## src/design/rbf_pkg.sv

```systemverilog
package rbf_pkg;

  localparam int unsigned DATA_W = 8;
  localparam int unsigned LEN_W  = 7;
  localparam int unsigned OP_W   = 2;

  typedef enum logic [OP_W-1:0] {
    OP_RECEIVE = 2'd0,
    OP_READ    = 2'd1,
    OP_FLUSH   = 2'd2,
    OP_NOP     = 2'd3
  } op_t;

  typedef struct packed {
    op_t               kind;
    logic [DATA_W-1:0] data;
    logic [LEN_W-1:0]  len;
  } cmd_t;

endpackage

```

## src/design/rbf_front.sv

```systemverilog
module rbf_front #(
  parameter int MAX_READ = 64
) (
  input  logic                       clk,
  input  logic                       rst,
  input  logic                       in_valid,
  output logic                       in_stall,
  input  logic [rbf_pkg::OP_W-1:0]   opcode,
  input  logic [rbf_pkg::DATA_W-1:0] rx_byte,
  input  logic [rbf_pkg::LEN_W-1:0]  read_length,
  output logic                       cmd_valid,
  input  logic                       cmd_take,
  output rbf_pkg::cmd_t              cmd
);
  import rbf_pkg::*;

  cmd_t             cls;
  cmd_t             q [2];
  logic             wr_ptr;
  logic             rd_ptr;
  logic [1:0]       count;
  logic             push;
  logic [LEN_W-1:0] len_sat;

  // saturate the length; a zero-length read is a plain status item
  always_comb begin
    len_sat  = (read_length > LEN_W'(MAX_READ)) ? LEN_W'(MAX_READ) : read_length;
    cls.kind = op_t'(opcode);
    if (cls.kind == OP_READ && read_length == '0) begin
      cls.kind = OP_NOP;
    end
    cls.data = rx_byte;
    cls.len  = len_sat;
  end

  assign in_stall  = (count == 2'd2);
  assign push      = in_valid && !in_stall;
  assign cmd_valid = (count != 2'd0);
  assign cmd       = q[rd_ptr];

  always_ff @(posedge clk) begin
    if (push) begin
      q[wr_ptr] <= cls;
    end
  end

  always_ff @(posedge clk) begin
    if (rst) begin
      wr_ptr <= 1'b0;
      rd_ptr <= 1'b0;
      count  <= 2'd0;
    end else begin
      if (push) begin
        wr_ptr <= ~wr_ptr;
      end
      if (cmd_take) begin
        rd_ptr <= ~rd_ptr;
      end
      case ({push, cmd_take})
        2'b10:   count <= count + 2'd1;
        2'b01:   count <= count - 2'd1;
        default: count <= count;
      endcase
    end
  end

endmodule

```

## src/design/rbf_back.sv

```systemverilog
module rbf_back #(
  parameter int BUFFER_DEPTH = 256,
  parameter int PTR_W        = $clog2(BUFFER_DEPTH),
  parameter int CNT_W        = $clog2(BUFFER_DEPTH + 1)
) (
  input  logic                       clk,
  input  logic                       rst,
  input  logic                       cfg_write,
  input  logic [CNT_W-1:0]           cfg_data,
  input  logic                       cmd_valid,
  output logic                       cmd_take,
  input  rbf_pkg::cmd_t              cmd,
  output logic                       out_valid,
  input  logic                       out_stall,
  output logic [rbf_pkg::DATA_W-1:0] read_byte,
  output logic                       byte_valid,
  output logic                       last,
  output logic                       notify,
  output logic                       dropped,
  output logic [CNT_W-1:0]           fill_level,
  output logic [31:0]                overrun_count,
  output logic [31:0]                received_total
);
  import rbf_pkg::*;

  typedef enum logic {ST_IDLE, ST_READ} state_t;

  state_t            state, state_next;
  logic [DATA_W-1:0] store [BUFFER_DEPTH];
  logic [PTR_W-1:0]  wp, wp_next, rp, rp_next;
  logic [CNT_W-1:0]  held, held_next, threshold;
  logic [31:0]       ovr, ovr_next, rcv, rcv_next;
  logic [LEN_W-1:0]  rem, rem_next;
  logic              issue, mem_we, mem_re;
  logic              bv_next, last_next, notify_next, dropped_next;
  logic              issue_ok;

  function automatic logic [PTR_W-1:0] adv(input logic [PTR_W-1:0] p);
    return (p == PTR_W'(BUFFER_DEPTH - 1)) ? '0 : p + 1'b1;
  endfunction

  assign issue_ok = !out_valid || !out_stall;

  always_comb begin
    state_next   = state;
    wp_next      = wp;
    rp_next      = rp;
    held_next    = held;
    ovr_next     = ovr;
    rcv_next     = rcv;
    rem_next     = rem;
    issue        = 1'b0;
    cmd_take     = 1'b0;
    mem_we       = 1'b0;
    mem_re       = 1'b0;
    bv_next      = 1'b0;
    last_next    = 1'b1;
    notify_next  = 1'b0;
    dropped_next = 1'b0;
    case (state)
      ST_IDLE: begin
        if (cmd_valid && issue_ok) begin
          issue    = 1'b1;
          cmd_take = 1'b1;
          case (cmd.kind)
            OP_RECEIVE: begin
              rcv_next = rcv + 32'd1;
              if (held == CNT_W'(BUFFER_DEPTH)) begin
                ovr_next     = ovr + 32'd1;
                dropped_next = 1'b1;
              end else begin
                mem_we    = 1'b1;
                wp_next   = adv(wp);
                held_next = held + 1'b1;
              end
              notify_next = (held_next == threshold);
            end
            OP_READ: begin
              if (held != '0) begin
                mem_re    = 1'b1;
                rp_next   = adv(rp);
                held_next = held - 1'b1;
                bv_next   = 1'b1;
                rem_next  = cmd.len - 1'b1;
                if (rem_next != '0 && held_next != '0) begin
                  last_next  = 1'b0;
                  state_next = ST_READ;
                end
              end
            end
            OP_FLUSH: begin
              wp_next   = '0;
              rp_next   = '0;
              held_next = '0;
            end
            default: begin
            end
          endcase
        end
      end
      ST_READ: begin
        if (issue_ok) begin
          issue     = 1'b1;
          mem_re    = 1'b1;
          rp_next   = adv(rp);
          held_next = held - 1'b1;
          bv_next   = 1'b1;
          rem_next  = rem - 1'b1;
          if (rem_next != '0 && held_next != '0) begin
            last_next = 1'b0;
          end else begin
            state_next = ST_IDLE;
          end
        end
      end
      default: state_next = ST_IDLE;
    endcase
  end

  always_ff @(posedge clk) begin
    if (mem_we) begin
      store[wp] <= cmd.data;
    end
    if (mem_re) begin
      read_byte <= store[rp];
    end else if (issue) begin
      read_byte <= '0;
    end
  end

  always_ff @(posedge clk) begin
    if (rst) begin
      state     <= ST_IDLE;
      wp        <= '0;
      rp        <= '0;
      held      <= '0;
      ovr       <= '0;
      rcv       <= '0;
      threshold <= CNT_W'(1);
      out_valid <= 1'b0;
    end else begin
      state     <= state_next;
      wp        <= wp_next;
      rp        <= rp_next;
      held      <= held_next;
      ovr       <= ovr_next;
      rcv       <= rcv_next;
      if (cfg_write) begin
        threshold <= cfg_data;
      end
      if (issue) begin
        out_valid <= 1'b1;
      end else if (!out_stall) begin
        out_valid <= 1'b0;
      end
    end
    rem <= rem_next;
    if (issue) begin
      byte_valid     <= bv_next;
      last           <= last_next;
      notify         <= notify_next;
      dropped        <= dropped_next;
      fill_level     <= held_next;
      overrun_count  <= ovr_next;
      received_total <= rcv_next;
    end
  end

endmodule

```

## src/design/rx_byte_fifo_with_threshold.sv

```systemverilog
// Receive byte ring buffer of BUFFER_DEPTH bytes with a fill-level notify. Items enter a
// two-entry command queue and are executed one at a time: a receive, a flush or a status
// item gives its one result in the cycle after it is executed, and a read gives one result
// per popped byte, or one with no byte if the buffer is empty, one per cycle while the
// output is not stalled, set by the single read port of the byte store. Receive, flush and
// status items sustain one per cycle while the output is not stalled; a read holds
// execution until its last byte is popped. While a result waits in the output register,
// execution holds and the queue takes up to two more items before it stalls the input. A
// value written to cfg_data with cfg_write sets the threshold; a receive that leaves the
// fill level equal to it raises notify. No clearing pass runs after reset.
module rx_byte_fifo_with_threshold #(
  parameter int BUFFER_DEPTH = 256,
  parameter int MAX_READ     = 64,
  localparam int CNT_W       = $clog2(BUFFER_DEPTH + 1)
) (
  input  logic                       clk,
  input  logic                       rst,
  input  logic                       cfg_write,
  input  logic [CNT_W-1:0]           cfg_data,
  input  logic                       in_valid,
  output logic                       in_stall,
  input  logic [rbf_pkg::OP_W-1:0]   opcode,
  input  logic [rbf_pkg::DATA_W-1:0] rx_byte,
  input  logic [rbf_pkg::LEN_W-1:0]  read_length,
  output logic                       out_valid,
  input  logic                       out_stall,
  output logic [rbf_pkg::DATA_W-1:0] read_byte,
  output logic                       byte_valid,
  output logic                       last,
  output logic                       notify,
  output logic                       dropped,
  output logic [CNT_W-1:0]           fill_level,
  output logic [31:0]                overrun_count,
  output logic [31:0]                received_total
);
  import rbf_pkg::*;

  cmd_t cmd;
  logic cmd_valid;
  logic cmd_take;

  rbf_front #(
    .MAX_READ(MAX_READ)
  ) u_front (
    .clk        (clk),
    .rst        (rst),
    .in_valid   (in_valid),
    .in_stall   (in_stall),
    .opcode     (opcode),
    .rx_byte    (rx_byte),
    .read_length(read_length),
    .cmd_valid  (cmd_valid),
    .cmd_take   (cmd_take),
    .cmd        (cmd)
  );

  rbf_back #(
    .BUFFER_DEPTH(BUFFER_DEPTH),
    .CNT_W       (CNT_W)
  ) u_back (
    .clk           (clk),
    .rst           (rst),
    .cfg_write     (cfg_write),
    .cfg_data      (cfg_data),
    .cmd_valid     (cmd_valid),
    .cmd_take      (cmd_take),
    .cmd           (cmd),
    .out_valid     (out_valid),
    .out_stall     (out_stall),
    .read_byte     (read_byte),
    .byte_valid    (byte_valid),
    .last          (last),
    .notify        (notify),
    .dropped       (dropped),
    .fill_level    (fill_level),
    .overrun_count (overrun_count),
    .received_total(received_total)
  );

endmodule

```

## config.mk

```make
export PLATFORM = sky130hd
export DESIGN_NAME = rx_byte_fifo_with_threshold
export DESIGN_NICKNAME = d
export VERILOG_FILES = /design/src/design/rbf_pkg.sv /design/src/design/rbf_front.sv /design/src/design/rbf_back.sv /design/src/design/rx_byte_fifo_with_threshold.sv
export SDC_FILE = /design/constraint.sdc
export NUM_CORES = 2
export LEC_CHECK = 0
export BUFFER_PORTS_ARGS = -buffer_cell sky130_fd_sc_hd__clkbuf_2
export CAP_MARGIN = 40
export CORE_ASPECT_RATIO = 0.8
export CORE_MARGIN = 2
export CORE_UTILIZATION = 65
export CTS_BUF_LIST = sky130_fd_sc_hd__clkbuf_2 sky130_fd_sc_hd__clkbuf_4 sky130_fd_sc_hd__clkbuf_8
export CTS_CLUSTER_SIZE = 14
export DETAILED_ROUTE_END_ITERATION = 8
export PLACE_DENSITY = 0.82
export SLEW_MARGIN = 20
export SYNTH_ARGS = -nofsm -noshare
export SYNTH_HDL_FRONTEND = slang
export SYNTH_SLANG_ARGS = --single-unit
```

## constraint.sdc

```tcl
create_clock -name clk -period 5.5 [get_ports clk]
set_input_delay 0 -clock clk [delete_from_list [all_inputs] [get_ports clk]]
set_output_delay 0 -clock clk [all_outputs]
set_load 0.01 [all_outputs]
```

# After elaboration in Yosys (flattened, before gate mapping)
# Memory sizes are Yosys's and may differ from the RTL's. A register that Yosys moved wholly into a read port is not among the register bits.
# Cells that the tools add are included.
# word_totals
latch_bits,0
regBits,196
memories,2
elab_cells,151
ram_bits,2082
inputBits,31
rom_bits,0
# op_classes
addsub,10
div,0
multipliers,0
bitwise,5
n_shift,0
eq_ne,18
n_reduce_logical,23
n_lt_le_gt_ge,1
muxes,72
# mem_list
name,depth,word_bits,rd,rd_clocked_by_memory_dff,write_ports,line_no,source
u_back.store,256,8,1,1,1,rbf_back.sv:29,logic [DATA_W-1:0] store [BUFFER_DEPTH];
u_front.q,2,17,1,1,1,rbf_front.sv:18,cmd_t q [2];
# op_table
operator,count
two-way mux 32 bit,7
two-way mux 8 bit,10
"adder 32 x 1 -> 32 bit, second input constant",2
two-way mux 9 bit,7
one-hot mux 8 bit (2 select lines),3
two-way mux 7 bit,5
two-way mux 1 bit,31
one-hot mux 9 bit (3 select lines),1
one-hot mux 9 bit (2 select lines),1
nonzero test 9 bit,2
"adder 8 x 1 -> 8 bit, second input constant",2
"equality test 8 bit, second input constant",2
one-hot mux 7 bit (2 select lines),1
nonzero test 7 bit,2
"subtractor 7 x 1 -> 7 bit, second input constant",2
AND reduction 4 bit,3
"adder 9 x 1 -> 9 bit, second input constant",1
equality test 9 bit,1
"equality test 9 bit, second input constant",1
"subtractor 9 x 1 -> 9 bit, second input constant",1
one-hot mux 1 bit (2 select lines),4
nonzero test 2 bit,4
"greater-than comparator 7 bit, second input constant",1
zero test 7 bit,1
other kinds (16),34

# Logic depth before layout (Yosys ltp)
# logic_depth
word_depth,8
mapped_depth,12
ltp_nobuf,8

# Cells and area by module
# From an unflattened synthesis, not the netlist that was laid out.
# unflattened
cells_unflattened,4753
area_unflattened_um2,90708.2
# by_module_without_submodules
module,cells_each,area_each_um2,seq_area_each_um2,n_inst
rbf_back,4664,89199.3,66423.7,1
rbf_front,89,1508.9,1121.1,1

# Worst setup path before layout
# No wires, ideal clock.
# synth_timing
path_type,reg-to-reg
startpoint,reg u_back.state
endpoint,"reg u_back.byte_valid, enable pin"
path_stages_with_launch,5
period_less_slack_ns,5.034
required_time_ns,4.971
t_arrival_ns,4.505
setup_ns,0.529
slack_ns,0.466
n_path_buf,2
cell_sequence,dfxtp_1 > buf_2 > buf_1 > nor3_1 > nor2_1
# synth_via
elab_chain_cells,2
# synth_lines
item,line_no,source
start: declaration,rbf_back.sv:28,"state_t state, state_next;"
start signal: assignment,rbf_back.sv:142,state <= state_next;
NOT 1 bit,rbf_back.sv:60,case (state)
one-hot mux 1 bit (2 select lines) (*),rbf_back.sv:60,
named net u_back.issue,rbf_back.sv:34,"logic issue, mem_we, mem_re;"
end signal: assignment,rbf_back.sv:159,byte_valid <= bv_next;
end: declaration,rbf_back.sv:16,"output logic byte_valid,"
# Mark *: on every way through the listed nets, which the timed path passes. The rest lies on a longest branch.
# A chain may end at the register's enable or synchronous reset.

# Worst setup path after layout
# layout_timing
startpoint,reg u_back.held[0]
endpoint,"mem u_back.store[236][3], enable pin"
# layout_via
elab_chain_cells,7
# layout_lines
item,line_no,source
start: declaration,rbf_back.sv:31,"logic [CNT_W-1:0] held, held_next, threshold;"
start signal: assignment,rbf_back.sv:145,held <= held_next;
equality test 9 bit,rbf_back.sv:68,if (held == CNT_W'(BUFFER_DEPTH)) begin
two-way mux 1 bit,rbf_back.sv:68,
two-way mux 1 bit,rbf_back.sv:65,case (cmd.kind)
two-way mux 1 bit,rbf_back.sv:62,if (cmd_valid && issue_ok) begin
two-way mux 1 bit,rbf_back.sv:60,
two-way mux 1 bit,rbf_back.sv:121,if (mem_we) begin
two-way mux 1 bit (not written as such),rbf_back.sv:122,store[wp] <= cmd.data;
end: declaration,rbf_back.sv:29,
# No other way between the ends.

==> metrics <==
status completed; WP data required 6.13 ns; RR Startpoint u_back.held[0]; Num CTS Buffers 339; Detailed Route Iter0 Violations 8157; layout net count 5167; Synth cell types 82; Post-Synthesis Cells 4705; Syn Area/Cell 19.03 um^2; switching power 0.01185 W; H-tree Lvls 5; Setup crit end kind flip-flop; maximum vdd drop 355.6 uV; Post-DRT Antenna Nets 0; RePlAce Congestion 0.9552; fmax 0.2171 GHz; Post-synth EDFFs 2174; Die Width 419.0 um; HP Class input port to flip-flop; routed via count 50020; GR Overflow Total 0; fill cell count 7327; Flop pwr share 0.495; final count of hold timing violations 0; Final Setup Violations 0; mapped cell area 89540 um^2; power density over the cells 429.3 nW/um^2; CTS tree done; synth cell count leaders edfxtp_1 (2174), mux4_2 (437), nor2_1 (364); CTS-repair resized insts 0; Clk network pwr share 0.308; critical path class flip-flop to flip-flop; register area share after synthesis 0.7543; Net Sw Frac 0.2756; CP startpoint kind flip-flop; Overall Global Routing Usage 0.3251; Via density 6.939; die area 140800 um^2; layout cells sized above 1 0.2374; crit path DAT 5.24 ns; placed cell areas 92760 um^2; HPWL after DPL 137000 um; final wirelength 227000 um; Internal 0.03116 W; leak pwr 31.33 nW; initial antenna violation count 11; worst skew pair latency 1.05 ns; relative slew slack 0.1121; main flop type after synthesis edfxtp_1; largest net degree at the start of global routing 212; synth-to-layout area growth 11.90%; post-DR wirelength/cell 31.49 um; Root Driver clkbuf_8; # rows 121; # DRC 0; post-CTS setup buffer count 0; Synth area leaders edfxtp_1 (73%), mux4_2 (11%), dfxtp_1 (2.5%); # port buffers 117; CTS sink count 2287; multi-input combinational cell area 20860 um^2; max-slew violation count 0; Die Y-Extent 336.0 um; Crit. Startpoint u_back.held[0]; Initial DRT Pass Iterations 9; IO Count 118; most numerous cell in the Yosys netlist edfxtp_1; clock skew after layout 0.06074 ns; ys async rst share 0; fin area 100200 um^2; Synth top area share 0.7291; Final Cycle Share 0.8376; Sequential cell area 67560 um^2; hold path startpoint rst; Synth Register Bits 2287; WHS 0.02861 ns; initial core utilization 0.6564; Max clock buf depth 4; syn_nets 4751; Comb power frac 0.197; min cycle time layout 4.607 ns; crit path max fanout 16; global-route wire length before repair 329300 um; Max-Cap Viols 0; core area 136400 um^2; hold_buf cts 78; RSZ-0062 raised after global routing false; synth warn 0; Worst-Margin Slew 1.332 ns; final setup TNS 0 ns; post-synth top area cell edfxtp_1; vias in the first global route 48930; clk slew on worst S/H paths 0.07 ns
-- cell usage in the layout (no fill, tap or decap), types with 32 or more instances in the layout --
cell type	n
edfxtp_1	2174
a211oi_1	54
a22oi_1	66
and2_1	32
o22ai_1	68
clkbuf_4	113
o21ai_0	44
xnor2_1	53
nand2_1	162
clkinv_2	34
xor2_1	50
clkbuf_8	353
mux2i_1	200
nor3_1	41
nand3_1	49
dlygate4sd3_1	78
nor2_1	362
clkbuf_2	118
dfxtp_1	109
buf_4	93
o221ai_1	34
mux4_2	437
nand4_1	41
clkinv_1	69
nor2b_1	83
a21oi_1	77
-- power groups by stage --
stage	Sequential, W	Clock [W]	Combinational (W)
after floorplan	0.0217	0	0.00536
after global placement	0.0216	0	0.00793
after detailed placement	0.0216	0	0.00825
after CTS	0.0213	0.0133	0.00831
after global routing	0.0213	0.0141	0.00894
final	0.0213	0.0133	0.00849
-- critical path: stages (launching register included) --
cell	delay [ns]
dfxtp_1	0.61
inv_1	0.13
ha_1	0.31
nor3b_2	0.24
nand3_1	0.35
nand2_2	0.20
nor3b_2	0.68
nand3_1	0.77
nor2_1	0.92
-- cell type report --
cell class	count	area share
flip-flops and latches	2287	0.6742
multi-input cells	2122	0.2082
clock buffers	464	0.05680
repair buffers	343	0.02966
well taps	1845	0.02304
clock inverters	113	0.006830
inverters	28	0.001074
diodes	7	0.0001748
-- metal layers --
layer / vias to the layer above / GRT usage / routed length [um]
met5: - / 0 / 67
met4: 10 / 0.1253 / 9284
met2: 4183 / 0.4666 / 101500
met3: 654 / 0.1210 / 34880
met1: 25220 / 0.4614 / 81280
li1: 19950 / - / -
-- path summary, 6_finish.rpt --
kind | cells after the start | slack, ns | endpoint
max | 8 | 0.89 | u_back.store[236][3]
min | 4 | 0.03 | u_back.rcv[0]
max reg2reg | 8 | 0.89 | u_back.store[236][3]
min reg2reg | 2 | 0.51 | flip-flop
-- kinds of logic (layout without fill, tap and decap cells) --
logic type | Yosys count | after routing | synth area share
xor+xnor | 103 | 103 | 0.01007
simple gates | 878 | 878 | 0.04660
fa+ha+maj | 15 | 15 | 0.002096
mux | 657 | 657 | 0.1348
flops | 2287 | 2287 | 0.7543
other cells | 0 | 7 | 0
buf+inv | 296 | 948 | 0.01470
compound gates | 469 | 469 | 0.03741
-- metrics by stage --
| step | std cells | setup slack [ns] | power [W] | utilization |
|---|---|---|---|---|
| global placement | 6499 | 1.199 | 0.02956 | 0.6774 |
| global route | 7205 | 0.7246 | 0.04431 | 0.7345 |
| CTS | 7179 | 1.064 | 0.04289 | 0.7325 |
| floorplan | 4705 | 0.4660 | 0.02710 | - |
| finish | 7209 | 0.8932 | 0.04302 | 0.7346 |
| detailed placement | 6524 | 1.150 | 0.02987 | 0.6800 |
-- flip-flops by register name, indices dropped and copies added (netlist names), 9 cells and up, named ones only --
signal,flops
u_back.rcv,32
u_back.ovr,32
u_front.q,34
u_back.overrun_count,32
u_back.held,9
u_back.threshold,9
u_back.fill_level,9
u_back.store,2048
u_back.received_total,32
Power figures use the tool's default switching activity.
